===== config.mk =====
export PLATFORM = sky130hd
export DESIGN_NAME = key_to_utf8_text_entry_core
export DESIGN_NICKNAME = d
export VERILOG_FILES = /design/src/design/kute_pkg.sv /design/src/design/kute_front.sv /design/src/design/kute_queue.sv /design/src/design/kute_back.sv /design/src/design/key_to_utf8_text_entry_core.sv
export SDC_FILE = /design/constraint.sdc
export NUM_CORES = 1
export LEC_CHECK = 0
export BUFFER_PORTS_ARGS = -buffer_cell sky130_fd_sc_hd__buf_2
export CAP_MARGIN = 20
export CORE_ASPECT_RATIO = 0.6
export CORE_MARGIN = 3
export CORE_UTILIZATION = 50
export DETAILED_ROUTE_END_ITERATION = 10
export GPL_TIMING_DRIVEN = 0
export PLACE_DENSITY = 0.77
export SYNTH_ARGS = -nofsm -noshare
export SYNTH_HDL_FRONTEND = slang
export SYNTH_SLANG_ARGS = --single-unit

===== constraint.sdc =====
create_clock -name aclk -period 7 [get_ports aclk]
set_input_delay 1.4 -clock aclk [delete_from_list [all_inputs] [get_ports aclk]]
set_output_delay 1.4 -clock aclk [all_outputs]
set_load 0.05 [all_outputs]

===== src/design/kute_pkg.sv =====
// Shared types, codes and constants of the key press to UTF-8 text entry block.
package kute_pkg;

    // Sizing
    localparam int STORE_DEPTH_DEFAULT = 256;
    localparam int QUEUE_DEPTH = 2;                 // power of two, pointers wrap
    localparam int QPTR_W = $clog2(QUEUE_DEPTH);
    localparam int QCNT_W = $clog2(QUEUE_DEPTH + 1);
    localparam int CAP_W = 9;
    localparam logic [CAP_W-1:0] CAP_RESET = 9'd256;

    // Key codes
    localparam logic [8:0] KC_BKSP     = 9'd259;
    localparam logic [8:0] KC_SPACE    = 9'd32;
    localparam logic [8:0] KC_QUOTE    = 9'd39;
    localparam logic [8:0] KC_COMMA    = 9'd44;
    localparam logic [8:0] KC_SLASH    = 9'd47;
    localparam logic [8:0] KC_DIGIT9   = 9'd57;
    localparam logic [8:0] KC_SEMI     = 9'd59;
    localparam logic [8:0] KC_EQUALS   = 9'd61;
    localparam logic [8:0] KC_A        = 9'd65;
    localparam logic [8:0] KC_E        = 9'd69;
    localparam logic [8:0] KC_I        = 9'd73;
    localparam logic [8:0] KC_N        = 9'd78;
    localparam logic [8:0] KC_O        = 9'd79;
    localparam logic [8:0] KC_U        = 9'd85;
    localparam logic [8:0] KC_Z        = 9'd90;
    localparam logic [8:0] KC_RBRACKET = 9'd93;
    localparam logic [8:0] KC_BACKTICK = 9'd96;

    // Byte values
    localparam logic [7:0] BYTE_QMARK    = 8'h3F;
    localparam logic [7:0] CASE_OFFSET   = 8'd32;
    localparam logic [7:0] LEAD_C3       = 8'hC3;
    localparam logic [7:0] LEAD_C2       = 8'hC2;
    localparam logic [7:0] LEAD_CB       = 8'hCB;
    localparam logic [7:0] ACUTE_GLYPH   = 8'hB4;
    localparam logic [7:0] TILDE_GLYPH   = 8'h9C;
    localparam logic [7:0] INV_QMARK     = 8'hBF;
    localparam logic [7:0] SEC_A         = 8'h81;
    localparam logic [7:0] SEC_E         = 8'h89;
    localparam logic [7:0] SEC_I         = 8'h8D;
    localparam logic [7:0] SEC_O         = 8'h93;
    localparam logic [7:0] SEC_U         = 8'h9A;
    localparam logic [7:0] SEC_N         = 8'h91;
    localparam logic [1:0] TAIL_TAG      = 2'b10;

    typedef enum logic [1:0] {
        KIND_NOP   = 2'd0,
        KIND_PRINT = 2'd1,
        KIND_BKSP  = 2'd2
    } kind_t;

    typedef enum logic [1:0] {
        ALT_NOTHING = 2'd0,
        ALT_ACUTE   = 2'd1,
        ALT_TILDE   = 2'd2,
        ALT_INVQ    = 2'd3
    } alt_op_t;

    typedef enum logic [1:0] {
        ACC_NONE  = 2'd0,
        ACC_ACUTE = 2'd1,
        ACC_TILDE = 2'd2
    } accent_t;

    typedef enum logic [1:0] {
        ST_IDLE = 2'd0,
        ST_LOOK = 2'd1,
        ST_OUT0 = 2'd2,
        ST_OUT1 = 2'd3
    } back_state_t;

    // Classified key press, front to back
    typedef struct packed {
        kind_t      kind;
        logic       alt;
        alt_op_t    alt_op;
        logic [7:0] plain_byte;
        logic [7:0] acute_byte;   // zero when the key takes no acute
        logic [7:0] tilde_byte;   // zero when the key takes no tilde
    } cmd_t;

    typedef struct packed {
        logic full;
        logic empty;
    } q_status_t;

    // Writes planned for one key press
    typedef struct packed {
        logic [1:0] count;
        logic [7:0] addr0;
        logic [7:0] byte0;
        logic [7:0] addr1;
        logic [7:0] byte1;
    } plan_t;

    function automatic logic is_printable(input logic [8:0] k);
        logic res;
        res = (k == KC_SPACE) || (k == KC_QUOTE) || (k == KC_SEMI) ||
              (k == KC_EQUALS) || (k == KC_BACKTICK) ||
              ((k >= KC_COMMA) && (k <= KC_DIGIT9)) ||
              ((k >= KC_A) && (k <= KC_RBRACKET));
        return res;
    endfunction

endpackage


===== src/design/kute_front.sv =====
// Front end: accepts key press requests and classifies them into commands.
module kute_front (
    input  logic                s_tvalid,
    output logic                s_tready,
    input  logic [15:0]         s_tdata,    // [8:0] key number, rest zero
    input  logic [1:0]          s_tuser,    // [0] shift_held, [1] alt_held
    input  kute_pkg::q_status_t q_status,
    output logic                q_push,
    output kute_pkg::cmd_t      q_cmd
);

    logic [8:0] key;
    logic       shift;
    logic       alt;
    logic [7:0] acute_raw;
    logic [7:0] adj;

    assign key   = s_tdata[8:0];
    assign shift = s_tuser[0];
    assign alt   = s_tuser[1];

    assign s_tready = !q_status.full;
    assign q_push   = s_tvalid && !q_status.full;

    // Classification of the key
    always_comb begin
        adj = shift ? 8'd0 : kute_pkg::CASE_OFFSET;
        acute_raw = 8'd0;
        if (key == kute_pkg::KC_A) acute_raw = kute_pkg::SEC_A;
        else if (key == kute_pkg::KC_E) acute_raw = kute_pkg::SEC_E;
        else if (key == kute_pkg::KC_I) acute_raw = kute_pkg::SEC_I;
        else if (key == kute_pkg::KC_O) acute_raw = kute_pkg::SEC_O;
        else if (key == kute_pkg::KC_U) acute_raw = kute_pkg::SEC_U;

        if (kute_pkg::is_printable(key)) q_cmd.kind = kute_pkg::KIND_PRINT;
        else if (key == kute_pkg::KC_BKSP) q_cmd.kind = kute_pkg::KIND_BKSP;
        else q_cmd.kind = kute_pkg::KIND_NOP;

        q_cmd.alt = alt;
        if (key == kute_pkg::KC_E) q_cmd.alt_op = kute_pkg::ALT_ACUTE;
        else if (key == kute_pkg::KC_N) q_cmd.alt_op = kute_pkg::ALT_TILDE;
        else if (key == kute_pkg::KC_SLASH && shift) q_cmd.alt_op = kute_pkg::ALT_INVQ;
        else q_cmd.alt_op = kute_pkg::ALT_NOTHING;

        // Plain ASCII: shifted slash is '?', letters lowered without shift
        if (shift && key == kute_pkg::KC_SLASH) q_cmd.plain_byte = kute_pkg::BYTE_QMARK;
        else if (!shift && key >= kute_pkg::KC_A && key <= kute_pkg::KC_Z)
            q_cmd.plain_byte = key[7:0] + kute_pkg::CASE_OFFSET;
        else q_cmd.plain_byte = key[7:0];

        q_cmd.acute_byte = (acute_raw != 8'd0) ? acute_raw + adj : 8'd0;
        q_cmd.tilde_byte = (key == kute_pkg::KC_N) ? kute_pkg::SEC_N + adj : 8'd0;
    end

endmodule


===== src/design/kute_queue.sv =====
// Short command queue between the front and back ends.
module kute_queue (
    input  logic                aclk,
    input  logic                aresetn,
    input  logic                push,
    input  kute_pkg::cmd_t      push_cmd,
    input  logic                pop,
    output kute_pkg::cmd_t      head_cmd,
    output kute_pkg::q_status_t status
);

    kute_pkg::cmd_t                entry_reg [kute_pkg::QUEUE_DEPTH];
    logic [kute_pkg::QPTR_W-1:0]   wr_ptr_reg;
    logic [kute_pkg::QPTR_W-1:0]   rd_ptr_reg;
    logic [kute_pkg::QCNT_W-1:0]   count_reg;
    logic [kute_pkg::QCNT_W-1:0]   count_next;

    assign status.full  = (count_reg == kute_pkg::QCNT_W'(kute_pkg::QUEUE_DEPTH));
    assign status.empty = (count_reg == '0);
    assign head_cmd     = entry_reg[rd_ptr_reg];

    always_comb begin
        count_next = count_reg;
        if (push && !pop) count_next = count_reg + 1'b1;
        else if (pop && !push) count_next = count_reg - 1'b1;
    end

    // Pointers and fill level
    always_ff @(posedge aclk) begin
        if (!aresetn) begin
            wr_ptr_reg <= '0;
            rd_ptr_reg <= '0;
            count_reg  <= '0;
        end else begin
            if (push) wr_ptr_reg <= wr_ptr_reg + 1'b1;
            if (pop) rd_ptr_reg <= rd_ptr_reg + 1'b1;
            count_reg <= count_next;
        end
    end

    // Entry storage
    always_ff @(posedge aclk) begin
        if (push) entry_reg[wr_ptr_reg] <= push_cmd;
    end

endmodule


===== src/design/kute_back.sv =====
// Back end: text store, cursor, accent state, write planning and result register.
module kute_back #(
    parameter int STORE_DEPTH = kute_pkg::STORE_DEPTH_DEFAULT
) (
    input  logic                          aclk,
    input  logic                          aresetn,
    input  logic                          cfg_wr_en,
    input  logic [kute_pkg::CAP_W-1:0]    cfg_wr_data,
    input  kute_pkg::cmd_t                q_cmd,
    input  kute_pkg::q_status_t           q_status,
    output logic                          q_pop,
    output logic                          m_tvalid,
    input  logic                          m_tready,
    output logic [31:0]                   m_tdata,
    output logic                          m_tuser,
    output logic                          m_tlast
);

    // Only addresses below 256 are ever used, so the store needs no more
    localparam int MEM_DEPTH = (STORE_DEPTH < 256) ? STORE_DEPTH : 256;
    localparam int AW = $clog2(MEM_DEPTH);
    localparam logic [kute_pkg::CAP_W-1:0] CAP_LIMIT = kute_pkg::CAP_W'(MEM_DEPTH);

    // Position modulo store depth, by conditional subtraction
    function automatic logic [AW-1:0] wrap_addr(input logic [7:0] a);
        logic [8:0] x;
        x = {1'b0, a};
        for (int i = 7; i >= 0; i--) begin
            if ((MEM_DEPTH << i) <= 255) begin
                if (int'(x) >= (MEM_DEPTH << i)) x = x - 9'(MEM_DEPTH << i);
            end
        end
        return AW'(x);
    endfunction

    kute_pkg::back_state_t         state_reg, state_next;
    kute_pkg::cmd_t                cmd_reg;
    kute_pkg::plan_t               plan_reg, plan_next;
    kute_pkg::accent_t             accent_reg, accent_next;
    logic [7:0]                    cursor_reg, cursor_next;
    logic [kute_pkg::CAP_W-1:0]    cap_reg;
    logic [kute_pkg::CAP_W-1:0]    cap;

    logic [7:0]                    mem [MEM_DEPTH];
    logic [MEM_DEPTH-1:0]          valid_reg;
    logic [7:0]                    rd_data_reg;
    logic                          rd_valid_reg;
    logic [AW-1:0]                 rd_addr;

    logic                          out_free;
    logic                          out_load;
    logic                          sel1;
    logic                          res_valid;
    logic                          res_last;
    logic [7:0]                    res_addr;
    logic [7:0]                    res_byte;
    logic                          wr_en;
    logic [AW-1:0]                 wr_addr;

    logic                          m_tvalid_reg;
    logic [31:0]                   m_tdata_reg;
    logic                          m_tuser_reg;
    logic                          m_tlast_reg;

    logic [8:0]                    c1, c2;
    logic                          room1, room2;
    logic                          tail;
    logic [7:0]                    second;
    logic [7:0]                    cur_p1, cur_m1, cur_m2;

    // Configuration register
    always_ff @(posedge aclk) begin
        if (!aresetn) cap_reg <= kute_pkg::CAP_RESET;
        else if (cfg_wr_en) cap_reg <= cfg_wr_data;
    end

    assign cap = (cap_reg > CAP_LIMIT) ? CAP_LIMIT : cap_reg;

    // Sequencer
    assign q_pop    = (state_reg == kute_pkg::ST_IDLE) && !q_status.empty;
    assign out_free = !m_tvalid_reg || m_tready;
    assign out_load = out_free &&
                      ((state_reg == kute_pkg::ST_OUT0) || (state_reg == kute_pkg::ST_OUT1));

    always_ff @(posedge aclk) begin
        if (!aresetn) state_reg <= kute_pkg::ST_IDLE;
        else state_reg <= state_next;
    end

    always_comb begin
        state_next = state_reg;
        unique case (state_reg)
            kute_pkg::ST_IDLE: if (!q_status.empty) state_next = kute_pkg::ST_LOOK;
            kute_pkg::ST_LOOK: state_next = kute_pkg::ST_OUT0;
            kute_pkg::ST_OUT0: begin
                if (out_free)
                    state_next = (plan_reg.count == 2'd2) ? kute_pkg::ST_OUT1
                                                          : kute_pkg::ST_IDLE;
            end
            kute_pkg::ST_OUT1: if (out_free) state_next = kute_pkg::ST_IDLE;
            default: state_next = kute_pkg::ST_IDLE;
        endcase
    end

    always_ff @(posedge aclk) begin
        if (q_pop) cmd_reg <= q_cmd;
    end

    // Write planning for the popped command
    assign c1     = {1'b0, cursor_reg} + 9'd1;
    assign c2     = {1'b0, cursor_reg} + 9'd2;
    assign room1  = c1 < cap;
    assign room2  = c2 < cap;
    assign cur_p1 = cursor_reg + 8'd1;
    assign cur_m1 = cursor_reg - 8'd1;
    assign cur_m2 = cursor_reg - 8'd2;
    assign tail   = rd_valid_reg && (rd_data_reg[7:6] == kute_pkg::TAIL_TAG);

    always_comb begin
        if (accent_reg == kute_pkg::ACC_ACUTE) second = cmd_reg.acute_byte;
        else if (accent_reg == kute_pkg::ACC_TILDE) second = cmd_reg.tilde_byte;
        else second = 8'd0;
    end

    always_comb begin
        plan_next   = plan_reg;
        cursor_next = cursor_reg;
        accent_next = accent_reg;
        if (state_reg == kute_pkg::ST_LOOK) begin
            plan_next = '0;
            unique case (cmd_reg.kind)
                kute_pkg::KIND_PRINT: begin
                    if (room1) begin
                        if (accent_reg != kute_pkg::ACC_NONE) begin
                            accent_next = kute_pkg::ACC_NONE;
                            if (room2) begin
                                plan_next.count = 2'd2;
                                plan_next.addr0 = cursor_reg;
                                plan_next.addr1 = cur_p1;
                                if (second != 8'd0) begin
                                    // composed Latin-1 letter
                                    plan_next.byte0 = kute_pkg::LEAD_C3;
                                    plan_next.byte1 = second;
                                    cursor_next = cursor_reg + 8'd2;
                                end
                                // otherwise erase the accent glyph
                            end
                        end else if (cmd_reg.alt) begin
                            if (room2) begin
                                plan_next.addr0 = cursor_reg;
                                plan_next.addr1 = cur_p1;
                                case (cmd_reg.alt_op)
                                    kute_pkg::ALT_ACUTE: begin
                                        plan_next.count = 2'd2;
                                        plan_next.byte0 = kute_pkg::LEAD_C2;
                                        plan_next.byte1 = kute_pkg::ACUTE_GLYPH;
                                        accent_next = kute_pkg::ACC_ACUTE;
                                    end
                                    kute_pkg::ALT_TILDE: begin
                                        plan_next.count = 2'd2;
                                        plan_next.byte0 = kute_pkg::LEAD_CB;
                                        plan_next.byte1 = kute_pkg::TILDE_GLYPH;
                                        accent_next = kute_pkg::ACC_TILDE;
                                    end
                                    kute_pkg::ALT_INVQ: begin
                                        plan_next.count = 2'd2;
                                        plan_next.byte0 = kute_pkg::LEAD_C2;
                                        plan_next.byte1 = kute_pkg::INV_QMARK;
                                        cursor_next = cursor_reg + 8'd2;
                                    end
                                    default: begin
                                        plan_next.addr0 = 8'd0;
                                        plan_next.addr1 = 8'd0;
                                    end
                                endcase
                            end
                        end else begin
                            plan_next.count = 2'd1;
                            plan_next.addr0 = cursor_reg;
                            plan_next.byte0 = cmd_reg.plain_byte;
                            cursor_next = cur_p1;
                        end
                    end
                end
                kute_pkg::KIND_BKSP: begin
                    if (accent_reg != kute_pkg::ACC_NONE) begin
                        // erase the pending glyph, cursor stays
                        plan_next.count = room1 ? 2'd2 : 2'd1;
                        plan_next.addr0 = cursor_reg;
                        plan_next.addr1 = room1 ? cur_p1 : 8'd0;
                        accent_next = kute_pkg::ACC_NONE;
                    end else if (cursor_reg == 8'd0) begin
                        plan_next.count = 2'd1;
                    end else if (cursor_reg >= 8'd2 && tail) begin
                        plan_next.count = 2'd2;
                        plan_next.addr0 = cur_m1;
                        plan_next.addr1 = cur_m2;
                        cursor_next = cur_m2;
                    end else begin
                        plan_next.count = 2'd1;
                        plan_next.addr0 = cur_m1;
                        cursor_next = cur_m1;
                    end
                end
                kute_pkg::KIND_NOP: ;
                default: ;
            endcase
        end
    end

    always_ff @(posedge aclk) begin
        if (!aresetn) begin
            cursor_reg <= 8'd0;
            accent_reg <= kute_pkg::ACC_NONE;
        end else begin
            cursor_reg <= cursor_next;
            accent_reg <= accent_next;
        end
    end

    always_ff @(posedge aclk) begin
        plan_reg <= plan_next;
    end

    // Text store: read at pop, written as each result goes out
    assign rd_addr = wrap_addr(cur_m1);
    assign wr_en   = out_load && res_valid;
    assign wr_addr = wrap_addr(res_addr);

    always_ff @(posedge aclk) begin
        if (wr_en) mem[wr_addr] <= res_byte;
        if (q_pop) rd_data_reg <= mem[rd_addr];
    end

    always_ff @(posedge aclk) begin
        if (!aresetn) begin
            valid_reg    <= '0;
            rd_valid_reg <= 1'b0;
        end else begin
            if (wr_en) valid_reg[wr_addr] <= 1'b1;
            if (q_pop) rd_valid_reg <= valid_reg[rd_addr];
        end
    end

    // Result selection
    assign sel1      = (state_reg == kute_pkg::ST_OUT1);
    assign res_valid = sel1 || (plan_reg.count != 2'd0);
    assign res_last  = sel1 || (plan_reg.count != 2'd2);
    assign res_addr  = sel1 ? plan_reg.addr1 : plan_reg.addr0;
    assign res_byte  = sel1 ? plan_reg.byte1 : plan_reg.byte0;

    // Output register
    always_ff @(posedge aclk) begin
        if (!aresetn) m_tvalid_reg <= 1'b0;
        else if (out_load) m_tvalid_reg <= 1'b1;
        else if (m_tready) m_tvalid_reg <= 1'b0;
    end

    always_ff @(posedge aclk) begin
        if (out_load) begin
            m_tdata_reg <= {6'd0, accent_reg, cursor_reg, res_byte, res_addr};
            m_tuser_reg <= res_valid;
            m_tlast_reg <= res_last;
        end
    end

    assign m_tvalid = m_tvalid_reg;
    assign m_tdata  = m_tdata_reg;
    assign m_tuser  = m_tuser_reg;
    assign m_tlast  = m_tlast_reg;

endmodule


===== src/design/key_to_utf8_text_entry_core.sv =====
// Top level of the key press to UTF-8 text entry block.
//
// Input stream (s_*): one request per key press, key number in s_tdata[8:0],
// shift in s_tuser[0], alt in s_tuser[1]. Output stream (m_*): one or two
// results per press, each reporting a store write (m_tuser high) or none,
// with the cursor and pending accent after the press; m_tlast marks the
// final result of a press.
// Configuration: cfg_wr_en/cfg_wr_data write text_capacity at any edge;
// write only while no press is in flight.
// The back end sequencer pops a press and reads the store, then plans its
// writes, then loads each result into the output register (OUT0, then OUT1
// for a second result); it pops the next press only once back in idle.
// A two-entry command queue takes requests while the back end is busy or the
// receiver stalls; s_tready drops only when that queue is full. A stalled
// result holds in the output register and the sequencer waits on it.
// Reset: cursor zero, no accent, capacity 256; per-entry valid bits make the
// whole store read as zero at once, so requests are taken from the first
// cycle after reset.
module key_to_utf8_text_entry_core #(
    parameter int STORE_DEPTH = kute_pkg::STORE_DEPTH_DEFAULT
) (
    input  logic                       aclk,
    input  logic                       aresetn,
    input  logic                       cfg_wr_en,
    input  logic [kute_pkg::CAP_W-1:0] cfg_wr_data,   // text_capacity
    input  logic                       s_tvalid,
    output logic                       s_tready,
    input  logic [15:0]                s_tdata,       // [8:0] key number
    input  logic [1:0]                 s_tuser,       // [0] shift_held, [1] alt_held
    output logic                       m_tvalid,
    input  logic                       m_tready,
    // [7:0] write_address, [15:8] write_byte, [23:16] cursor_after, [25:24] accent_after
    output logic [31:0]                m_tdata,
    output logic                       m_tuser,       // [0] write_valid
    output logic                       m_tlast        // last_result
);

    kute_pkg::q_status_t q_status;
    kute_pkg::cmd_t      push_cmd;
    kute_pkg::cmd_t      head_cmd;
    logic                q_push;
    logic                q_pop;

    kute_front u_front (
        .s_tvalid (s_tvalid),
        .s_tready (s_tready),
        .s_tdata  (s_tdata),
        .s_tuser  (s_tuser),
        .q_status (q_status),
        .q_push   (q_push),
        .q_cmd    (push_cmd)
    );

    kute_queue u_queue (
        .aclk     (aclk),
        .aresetn  (aresetn),
        .push     (q_push),
        .push_cmd (push_cmd),
        .pop      (q_pop),
        .head_cmd (head_cmd),
        .status   (q_status)
    );

    kute_back #(
        .STORE_DEPTH (STORE_DEPTH)
    ) u_back (
        .aclk        (aclk),
        .aresetn     (aresetn),
        .cfg_wr_en   (cfg_wr_en),
        .cfg_wr_data (cfg_wr_data),
        .q_cmd       (head_cmd),
        .q_status    (q_status),
        .q_pop       (q_pop),
        .m_tvalid    (m_tvalid),
        .m_tready    (m_tready),
        .m_tdata     (m_tdata),
        .m_tuser     (m_tuser),
        .m_tlast     (m_tlast)
    );

`ifndef NO_ASSERTIONS
    // The back end never pops an empty queue
    a_pop_nonempty: assert property (@(posedge aclk) disable iff (!aresetn)
        q_pop |-> !q_status.empty)
        else $error("pop from empty command queue");

    // A result without a write is always the only result of its press
    a_nowrite_last: assert property (@(posedge aclk) disable iff (!aresetn)
        (m_tvalid && !m_tuser) |-> m_tlast)
        else $error("no-write result not marked last");

    // Accent code stays in range
    a_accent_range: assert property (@(posedge aclk) disable iff (!aresetn)
        m_tvalid |-> (m_tdata[25:24] != 2'b11))
        else $error("accent code out of range");

    // A first result that is not last is followed by a second write result
    a_pair_write: assert property (@(posedge aclk) disable iff (!aresetn)
        (m_tvalid && m_tready && !m_tlast) |=> (!m_tvalid || m_tuser))
        else $error("second result of a press carries no write");
`endif

endmodule


* Yosys cells after proc, flatten, opt, wreduce, memory -nomap -nowiden
Memories as Yosys holds them, arrays and structs flattened. A register that Yosys moved wholly into a read port is not among the register bits.
Cells that the tools add are included.
** Word-level totals
- Memory bits (writable) :: 2106
- Input port bits :: 32
- Memories kept :: 2
- Bits in registers :: 345
** Cells by class
- $lt $le $gt $ge :: 12
- Equality and inequality tests :: 41
- $add $sub $neg :: 13
- Bitwise operators :: 1
- Reductions and logical operators :: 46
- Multiplexer cells :: 79
** Memories
- u_back.mem :: depth 256, bits a word 8, read ports 1, clocked after memory_dff 1, write ports 1, RTL line kute_back.sv:44 : logic [7:0] mem [MEM_DEPTH];
- u_queue.entry_reg :: depth 2, bits a word 29, read ports 1, clocked after memory_dff 1, write ports 1, RTL line kute_queue.sv:12 : kute_pkg::cmd_t entry_reg [kute_pkg::QUEUE_DEPTH];
** Operators by type and width (number)
- 8-bit two-way mux :: 32
- 256-bit OR :: 1
- 34-bit two-way mux :: 4
- 9-bit by 7-bit equality test with 1-bit output, second input constant :: 7
- 8-bit case mux with 2 select lines :: 3
- 9-bit by 6-bit equality test with 1-bit output, second input constant :: 5
- 2-bit two-way mux :: 19
- 8-bit case mux with 3 select lines :: 1
- 10-bit two-way mux :: 2
- 10-bit case mux with 2 select lines :: 1
- 2-bit equality test, second input constant :: 9
- 9-bit by 7-bit <= comparator with 1-bit output, second input constant :: 2
- 8-bit by 9-bit less-than comparator with 1-bit output, second input constant :: 2
- 9-bit less-than comparator :: 2
- 18-bit two-way mux :: 1
- 16-bit two-way mux :: 1
- 8-bit nonzero test :: 2
- 1-bit logical AND :: 14
- 1-bit logical OR :: 10
- 2-bit nonzero test :: 5
- 8-bit by 1-bit adder with 9-bit output, second input constant :: 1
- 8-bit by 2-bit adder with 9-bit output, second input constant :: 1
- 9-bit equality test, second input constant :: 1
- 9-bit by 6-bit greater-or-equal comparator with 1-bit output, second input constant :: 1
- 39 further kinds :: 65

* Depth between registers and ports, before layout
Gate-level depths: netlist of the first run.
- Depth in word-level cells :: 9
- Gate-level depth with buffers :: 17

* Cells and area by module
From an unflattened synthesis of the first run, not the netlist that was laid out.
** Unflattened totals
- Cells, all modules :: 2856
- Area total of the unflattened synthesis :: 39120.0 µm²
** By module, submodules not included
- kute_back :: area an instance 36236.0 µm², cells each 2648, instances 1
- kute_queue :: area an instance 2308.5 µm², cells each 112, instances 1
- kute_front :: area an instance 575.6 µm², cells each 96, instances 1

* Least setup slack after synthesis of the first run
OpenSTA, ideal clock, no wires.
- Path type :: flip-flop to flip-flop
- From :: reg u_back.state_reg[1]
- To :: reg u_back.m_tdata_reg[14] (netlist: u_back.m_tdata[14]) (data pin)
- Arrival time :: 4402 ps
- Setup slack :: 1726 ps
- Cell stages (with the launch flop) :: 5
- Setup time :: 872 ps
- Cells stage by stage :: dfxtp_1 > clkbuf_1 > nand2_1 > clkbuf_1 > and2_1
** Between the ends
- Longest elaborated chain between the ends :: 2
** Ends and longest elaborated chain
- start, declared :: RTL line kute_back.sv:36 : kute_pkg::back_state_t state_reg, state_next;
- start signal, assigned :: RTL line kute_back.sv:86 : if (!aresetn) state_reg <= kute_pkg::ST_IDLE;
- start signal, assigned :: RTL line kute_back.sv:87 : else state_reg <= state_next;
- 2-bit equality test :: RTL line kute_back.sv:246 : assign sel1 = (state_reg == kute_pkg::ST_OUT1);
- 8-bit two-way mux :: RTL line kute_back.sv:250 : assign res_byte = sel1 ? plan_reg.byte1 : plan_reg.byte0;
- net u_back.res_byte[6] :: RTL line kute_back.sv:56 : logic [7:0] res_byte;
- end signal, assigned :: RTL line kute_back.sv:261 : m_tdata_reg <= {6'd0, accent_reg, cursor_reg, res_byte, res_addr};
- end, declared :: RTL line kute_back.sv:61 : logic [31:0] m_tdata_reg;
The timed path passes the listed nets, and every way through them passes these cells.
A chain may end at the register's enable or synchronous reset.

* Worst setup path after layout of the first run
- From :: reg u_back.cursor_reg[0]
- To :: reg u_back.rd_data_reg[7] (read register of u_back.mem) (data pin)
** Between the ends
- Longest elaborated chain between the ends :: 1
** Ends and longest elaborated chain
- start, declared :: RTL line kute_back.sv:40 : logic [7:0] cursor_reg, cursor_next;
- start signal, assigned :: RTL line kute_back.sv:216 : cursor_reg <= cursor_next;
- 8-bit by 1-bit subtractor with 8-bit output :: RTL line kute_back.sv:115 : assign cur_m1 = cursor_reg - 8'd1;
- end, declared :: RTL line kute_back.sv:46 : logic [7:0] rd_data_reg;
Every way passes these cells.

==> results_dict.tcl, run 1 <==
set metrics [dict create \
    outcome "finished, final reports clean" \
    cp.required_ps 7360 \
    path_class "flop to flop" \
    clockBufferDepth 3 \
    largest_reg_flops 512 \
    synth.distinct_cells 67 \
    final-max-slew-violation-count 0 \
    postCtsSetupRepairBufs 0 \
    finalCriticalPeriod_ps 6700 \
    routed_via_density 6.66 \
    cts_tree "built" \
    ys_ff_latch 921 \
    place_congestion 0.971 \
    powerDensity_nw_per_um2 362 \
    root_buffer "clkbuf_16" \
    ios 68 \
    worst_pin_slew_ps 1300 \
    hold_viol 0 \
    skew_ps 30.9 \
    io_buffers 52 \
    drt-pass1-iter-count 9 \
    yosysSeqAreaShare_pct 65.8 \
    power_mw 15.3 \
    maxSlewHeadroom_pct 13.2 \
    final_core_util_pct 57.0 \
    crit_fanout 10 \
    maxCapViolCount 0 \
    grt_pass1_vias 23282 \
    grt_pass1_wl_mm 160 \
    htreeDepth 3 \
    vias 24231 \
    nNetsFinal 2659 \
    critPathLaunchType "flop" \
    finalCritPeriodShare_pct 95.8 \
    rr_worst_depth 14 \
    dieArea_um2 78900 \
    p_leak_nw 13.8 \
    initial_utilization_pct 50.9 \
    synthCells 2429 \
    place_ws_ps -72.4 \
    syn_avg_cell_area_um2 15.5 \
    setup_slack_ps 296 \
    hold_start "u_back.cursor_reg[6]$_SDFFE_PN0P_" \
    die_w_um 361 \
    drive_gt1_share_pct 19.4 \
    reg2reg_from "u_back.cursor_reg[0]$_SDFFE_PN0P_" \
    wire_per_inst_um 30.5 \
    grt_usage_pct 28.1 \
    n_antenna_cell 0 \
    clkLatencyLatePin_ps 640 \
    drtIter0Drc 4335 \
    drc_errors 0 \
    hold_end "u_back.m_tdata[22]$_DFFE_PP_" \
    grt_max_degree 143 \
    rows 77 \
    path_clk_slew_ps 70 \
    r2r_setup_slack_ps 300 \
    hold_path.class "flop to flop" \
    holdPathStages 0 \
    cts_sinks 921 \
    max_freq_mhz 149 \
    vdd_drop_max_mv 0.193 \
    setup_viol 0 \
    core-area_um2 74200 \
    die_y_um 219 \
    synth_enable_flop_cells 638 \
    antenna_found_initial 2 \
    synthesis.area_um2 37700 \
    cts_buffers 76 \
    cp_data_arrival_time_ps 7070 \
    syn_to_final_growth_pct 12.0 \
    wl_mm 111 \
    rsz0062_at_grt "no" \
    drtAntennaViolNets 0 \
    synth-main-ff-cell "edfxtp_1" \
    grt-ovfl-total 0 \
    endpoint_kind "flop" \
    r2r-end "u_back.rd_data_reg[7]$_DFFE_PP_" \
    ys_warn_count 0 \
    ys_async_sr_fraction_pct 0 \
    hpwl_mm 77.6 \
]
## report_power, final
group          switching [mW]  internal (mW)  leakage (nW)
Clock                    1.99           2.38          1.23
Combinational            2.98           1.50          4.53
Sequential              0.125           6.35          8.08
## per-stage QoR
step / setup TNS, ps / instance area [µm²] / hold WS (ps) / instances
finish: 0 / 42300 / 443 / 3641
global route: 0 / 42300 / 456 / 3641
CTS: 0 / 42100 / 449 / 3633
detailed placement: -78.6 / 39600 / 431 / 3495
global placement: -436500 / 39200 / 416 / 3473
floorplan: 0 / 37800 / 406 / 2434
## critical path: stages, from the launching register on
cell and delay, ps:
dfxtp_1 380, buf_6 150, buf_6 220, buf_2 710, clkbuf_2 530, inv_1 250, ha_1 390, buf_2 180
clkdlybuf4s15_1 750, clkbuf_2 710, mux4_2 460, mux4_2 540, mux4_2 510, a22oi_1 540, nand3_1 120
## layer usage
metal / share of wire [%] / global-route usage [%]
met1: 40 / 42.2
met2: 41 / 38.2
met3: 17 / 11.2
met4: 2.6 / 7.18
met5: 0 / 0
## layout make-up
type / instances / area [µm²]
clock inverters: 30 / 319
repair buffers: 83 / 747
fillers: 5511 / 31900
well taps: 987 / 1230
clock buffers: 108 / 2190
multi-input cells: 1321 / 12100
plain buffers: 158 / 712
flip-flops and latches: 921 / 24800
inverters: 33 / 124
## how the worst max path moves through the flow
stage	startpoint	to	slack (ps)	cells after the start
floorplan	u_back.state_reg[1]$_SDFFE_PN0P_	u_back.m_tdata[14]$_DFFE_PP_	1730	4
global placement	u_back.state_reg[1]$_SDFFE_PN0P_	u_back.mem[207][6]$_DFFE_PP_	-1720	4
detailed placement	u_back.cursor_reg[0]$_SDFFE_PN0P_	u_back.rd_data_reg[7]$_DFFE_PP_	-70	14
CTS	u_back.cursor_reg[0]$_SDFFE_PN0P_	u_back.rd_data_reg[7]$_DFFE_PP_	70	15
global route	u_back.cursor_reg[0]$_SDFFE_PN0P_	u_back.rd_data_reg[7]$_DFFE_PP_	200	14
finish	u_back.cursor_reg[0]$_SDFFE_PN0P_	u_back.rd_data_reg[7]$_DFFE_PP_	300	14
## Yosys cell counts (5+ instances only)
library cell  number  area, µm²
a21o_1             8       60.1
a21oi_1           32        160
a22oi_1           11       82.6
a31oi_1            7       43.8
and2_1             8       50.1
and3_1             7       43.8
buf_1              8       30.0
buf_2             18       90.1
buf_4             11       82.6
buf_6              6       67.6
clkbuf_1         116        435
dfxtp_1          283       5670
edfxtp_1         638      19200
ha_1              33        413
inv_1             30        113
mux2_2            28        315
mux2i_1           26        260
mux4_1             6        158
mux4_2           242       5450
nand2_1           84        315
nand2b_1          10       62.6
nand3_1           22        110
nand4_1            8       50.1
nor2_1           357       1340
nor2b_1            7       43.8
nor3_1            27        135
nor3b_1            5       37.5
nor4_1             7       43.8
o21a_1           258       1940
o21ai_0           24        120
o32ai_1            9       78.8
xnor2_1           23        201
xor2_1             8       70.1
## layout by cell type (no fill, tap or decap), types with 15 or more instances in the layout
master,count
nor3_1,27
buf_2,70
a21oi_1,32
xnor2_1,23
o21ai_0,24
buf_8,21
ha_1,33
mux4_2,242
o21a_1,258
clkbuf_1,131
buf_4,15
edfxtp_1,638
mux2i_1,26
nand3_1,22
dfxtp_1,283
mux2_2,27
clkbuf_16,79
inv_1,30
nor2_1,356
nand2_1,84
## kinds of logic after synthesis
| group | Yosys count | share of synthesized area [%] |
|---|---|---|
| AOI/OAI and AO/OA | 389 | 7.47 |
| xor gates and xnor gates | 33 | 0.806 |
| adders and majority gates | 33 | 1.09 |
| buffers and inverters | 192 | 2.20 |
| DFF | 921 | 65.8 |
| muxes | 302 | 16.4 |
| other | 1 | 0.00994 |
| and+or+nand+nor | 558 | 6.24 |
## timing repair
action,4_1_cts,5_1_grt
resized for setup,1,4
cloned,0,0
hold buffers,0,0
setup endpoints to repair,2,3
No activity file was read; power rests on OpenSTA's default activity.
==> inputs of run 2 (changes only) <==
--- a/config.mk
+++ b/config.mk
@@ -7,7 +7,7 @@
 export LEC_CHECK = 0
 export BUFFER_PORTS_ARGS = -buffer_cell sky130_fd_sc_hd__buf_2
 export CAP_MARGIN = 20
-export CORE_ASPECT_RATIO = 0.6
+export CORE_ASPECT_RATIO = 0.8
 export CORE_MARGIN = 3
 export CORE_UTILIZATION = 50
 export DETAILED_ROUTE_END_ITERATION = 10
==> results_dict.tcl, run 2 (synthesized netlist as in run 1, its figures left out) <==
set metrics [dict create \
    outcome "finished, final reports clean" \
    cp.required_ps 7390 \
    endpoint_kind "flop" \
    mostFrequentLayoutCells "edfxtp_1 (638), nor2_1 (356), dfxtp_1 (283)" \
    hpwl_mm 73.6 \
    dp_cells 3512 \
    ios 68 \
    wire_per_inst_um 29.1 \
    final-max-slew-violation-count 0 \
    wl_mm 107 \
    finalCritPeriodShare_pct 93.3 \
    drtIter0Drc 4391 \
    grt_pass1_wl_mm 157 \
    vdd_drop_max_mv 0.239 \
    path_clk_slew_ps 70 \
    maxCapViolCount 0 \
    maxSlewHeadroom_pct 17.0 \
    place_congestion 0.997 \
    grt_max_degree 145 \
    place_ws_ps 87.6 \
    clkLatencyLatePin_ps 670 \
    hold_viol 0 \
    drtAntennaViolNets 0 \
    netSwitchingFraction_pct 32.1 \
    mostFrequentLayoutCell "edfxtp_1" \
    cts_sinks 921 \
    antenna_found_initial 2 \
    cp_data_arrival_time_ps 6930 \
    cts_buffers 82 \
    internal_power_mw 10.6 \
    stdcell_count 3676 \
    p_leak_nw 14.1 \
    clockBufferDepth 3 \
    drc_errors 0 \
    cts_tree "built" \
    reg2reg_from "u_back.cursor_reg[0]$_SDFFE_PN0P_" \
    hold_start "u_back.cursor_reg[6]$_SDFFE_PN0P_" \
    hold_buffers 0 \
    max_freq_mhz 153 \
    root_buffer "clkbuf_16" \
    core-area_um2 74300 \
    initial_utilization_pct 50.8 \
    power.switching_mw 5.04 \
    drt-pass1-iter-count 7 \
    dieArea_um2 78800 \
    htreeDepth 3 \
    skew_ps 28.5 \
    p_clk_share_pct 30.7 \
    grt_pass1_vias 23446 \
    setup_slack_ps 466 \
    largest_reg_flops 512 \
    rows 89 \
    grt_usage_pct 27.2 \
    die_w_um 313 \
    finalCriticalPeriod_ps 6530 \
    crit_start "u_back.cursor_reg[0]$_SDFFE_PN0P_" \
    io_buffers 52 \
    power_frac_comb_pct 28.3 \
    nNetsFinal 2668 \
    crit_fanout 19 \
    syn_to_final_growth_pct 13.6 \
    hold_path.class "flop to flop" \
    die_y_um 252 \
    setup-tns-final_ps 0 \
    routed_via_density 6.49 \
    rsz0062_at_grt "no" \
    powerDensity_nw_per_um2 366 \
    vias 23867 \
    worst_pin_slew_ps 1240 \
    drive_gt1_share_pct 20.4 \
    pwr-share-seq_pct 41.1 \
    critPathLaunchType "flop" \
    grt-ovfl-total 0 \
    path_class "flop to flop" \
    setup_viol 0 \
]
run 2: changes by cell type in the layout (fill, tap and decap cells not counted), sizes merged:
cell	before	now
clkinvlp	2	7
bufinv	5	9
diode	0	2
clkinv	22	25
clkdlybuf4s15	1	4
buf	125	129
run 2: layout make-up:
| type | instances | area (µm²) |
|---|---|---|
| plain buffers | 158 | 727 |
| repair buffers | 86 | 888 |
| inverters | 33 | 124 |
| flip-flops and latches | 921 | 24800 |
| clock buffers | 112 | 2410 |
| fillers | 5474 | 31400 |
| multi-input cells | 1321 | 12100 |
| clock inverters | 42 | 504 |
| diodes | 2 | 5.00 |
| well taps | 1001 | 1250 |
run 2: worst paths after layout:
kind                                                        end  slack, ps  depth (start not counted)
worst min register to register     u_back.m_tdata[22]$_DFFE_PP_        430                          0
worst min-delay path               u_back.m_tdata[22]$_DFFE_PP_        430                          0
worst max register to register  u_back.rd_data_reg[6]$_DFFE_PP_        470                         13
worst max-delay path            u_back.rd_data_reg[6]$_DFFE_PP_        470                         13
run 2: critical path, stage by stage (launching register included):
cell and delay (ps):
dfxtp_1 370, buf_6 160, buf_6 180, buf_2 800, inv_1 420, ha_1 470, buf_2 180, clkdlybuf4s15_1 940
clkdlybuf4s15_1 930, mux4_2 460, mux4_2 510, mux4_2 560, nand3_1 130, nand3_1 120
run 2: timing repair:
action,4_1_cts,5_1_grt
endpoints found under the setup margin,0,3
buffers inserted,0,0
gates resized for setup,0,8
run 2: per-layer routing:
metal  wire length [µm]  GRT usage [%]  vias up
met4               4660           11.3        4
met3              16100           9.37      351
met5                 45              0        -
met2              46500           39.2     1882
met1              39700           38.0    11946
li1                   -              -     9684
run 2: metrics by stage:
step,util (%),hold slack (ps),area [µm²],total power [mW]
6_report,57.7,432,42800,15.7
5_1_grt,57.7,438,42800,16.1
4_1_cts,57.4,430,42700,15.5
3_5_place_dp,53.5,414,39800,10.7
3_3_place_gp,52.9,420,39300,10.6
2_1_floorplan,-,406,37800,9.13
run 2: power groups by stage:
stage | registers (mW) | logic [mW] | clock network (mW)
CTS | 6.44 | 4.21 | 4.82
global placement | 6.65 | 3.96 | 0
finish | 6.44 | 4.44 | 4.81
floorplan | 6.65 | 2.47 | 0
global route | 6.46 | 4.57 | 5.04
detailed placement | 6.56 | 4.18 | 0
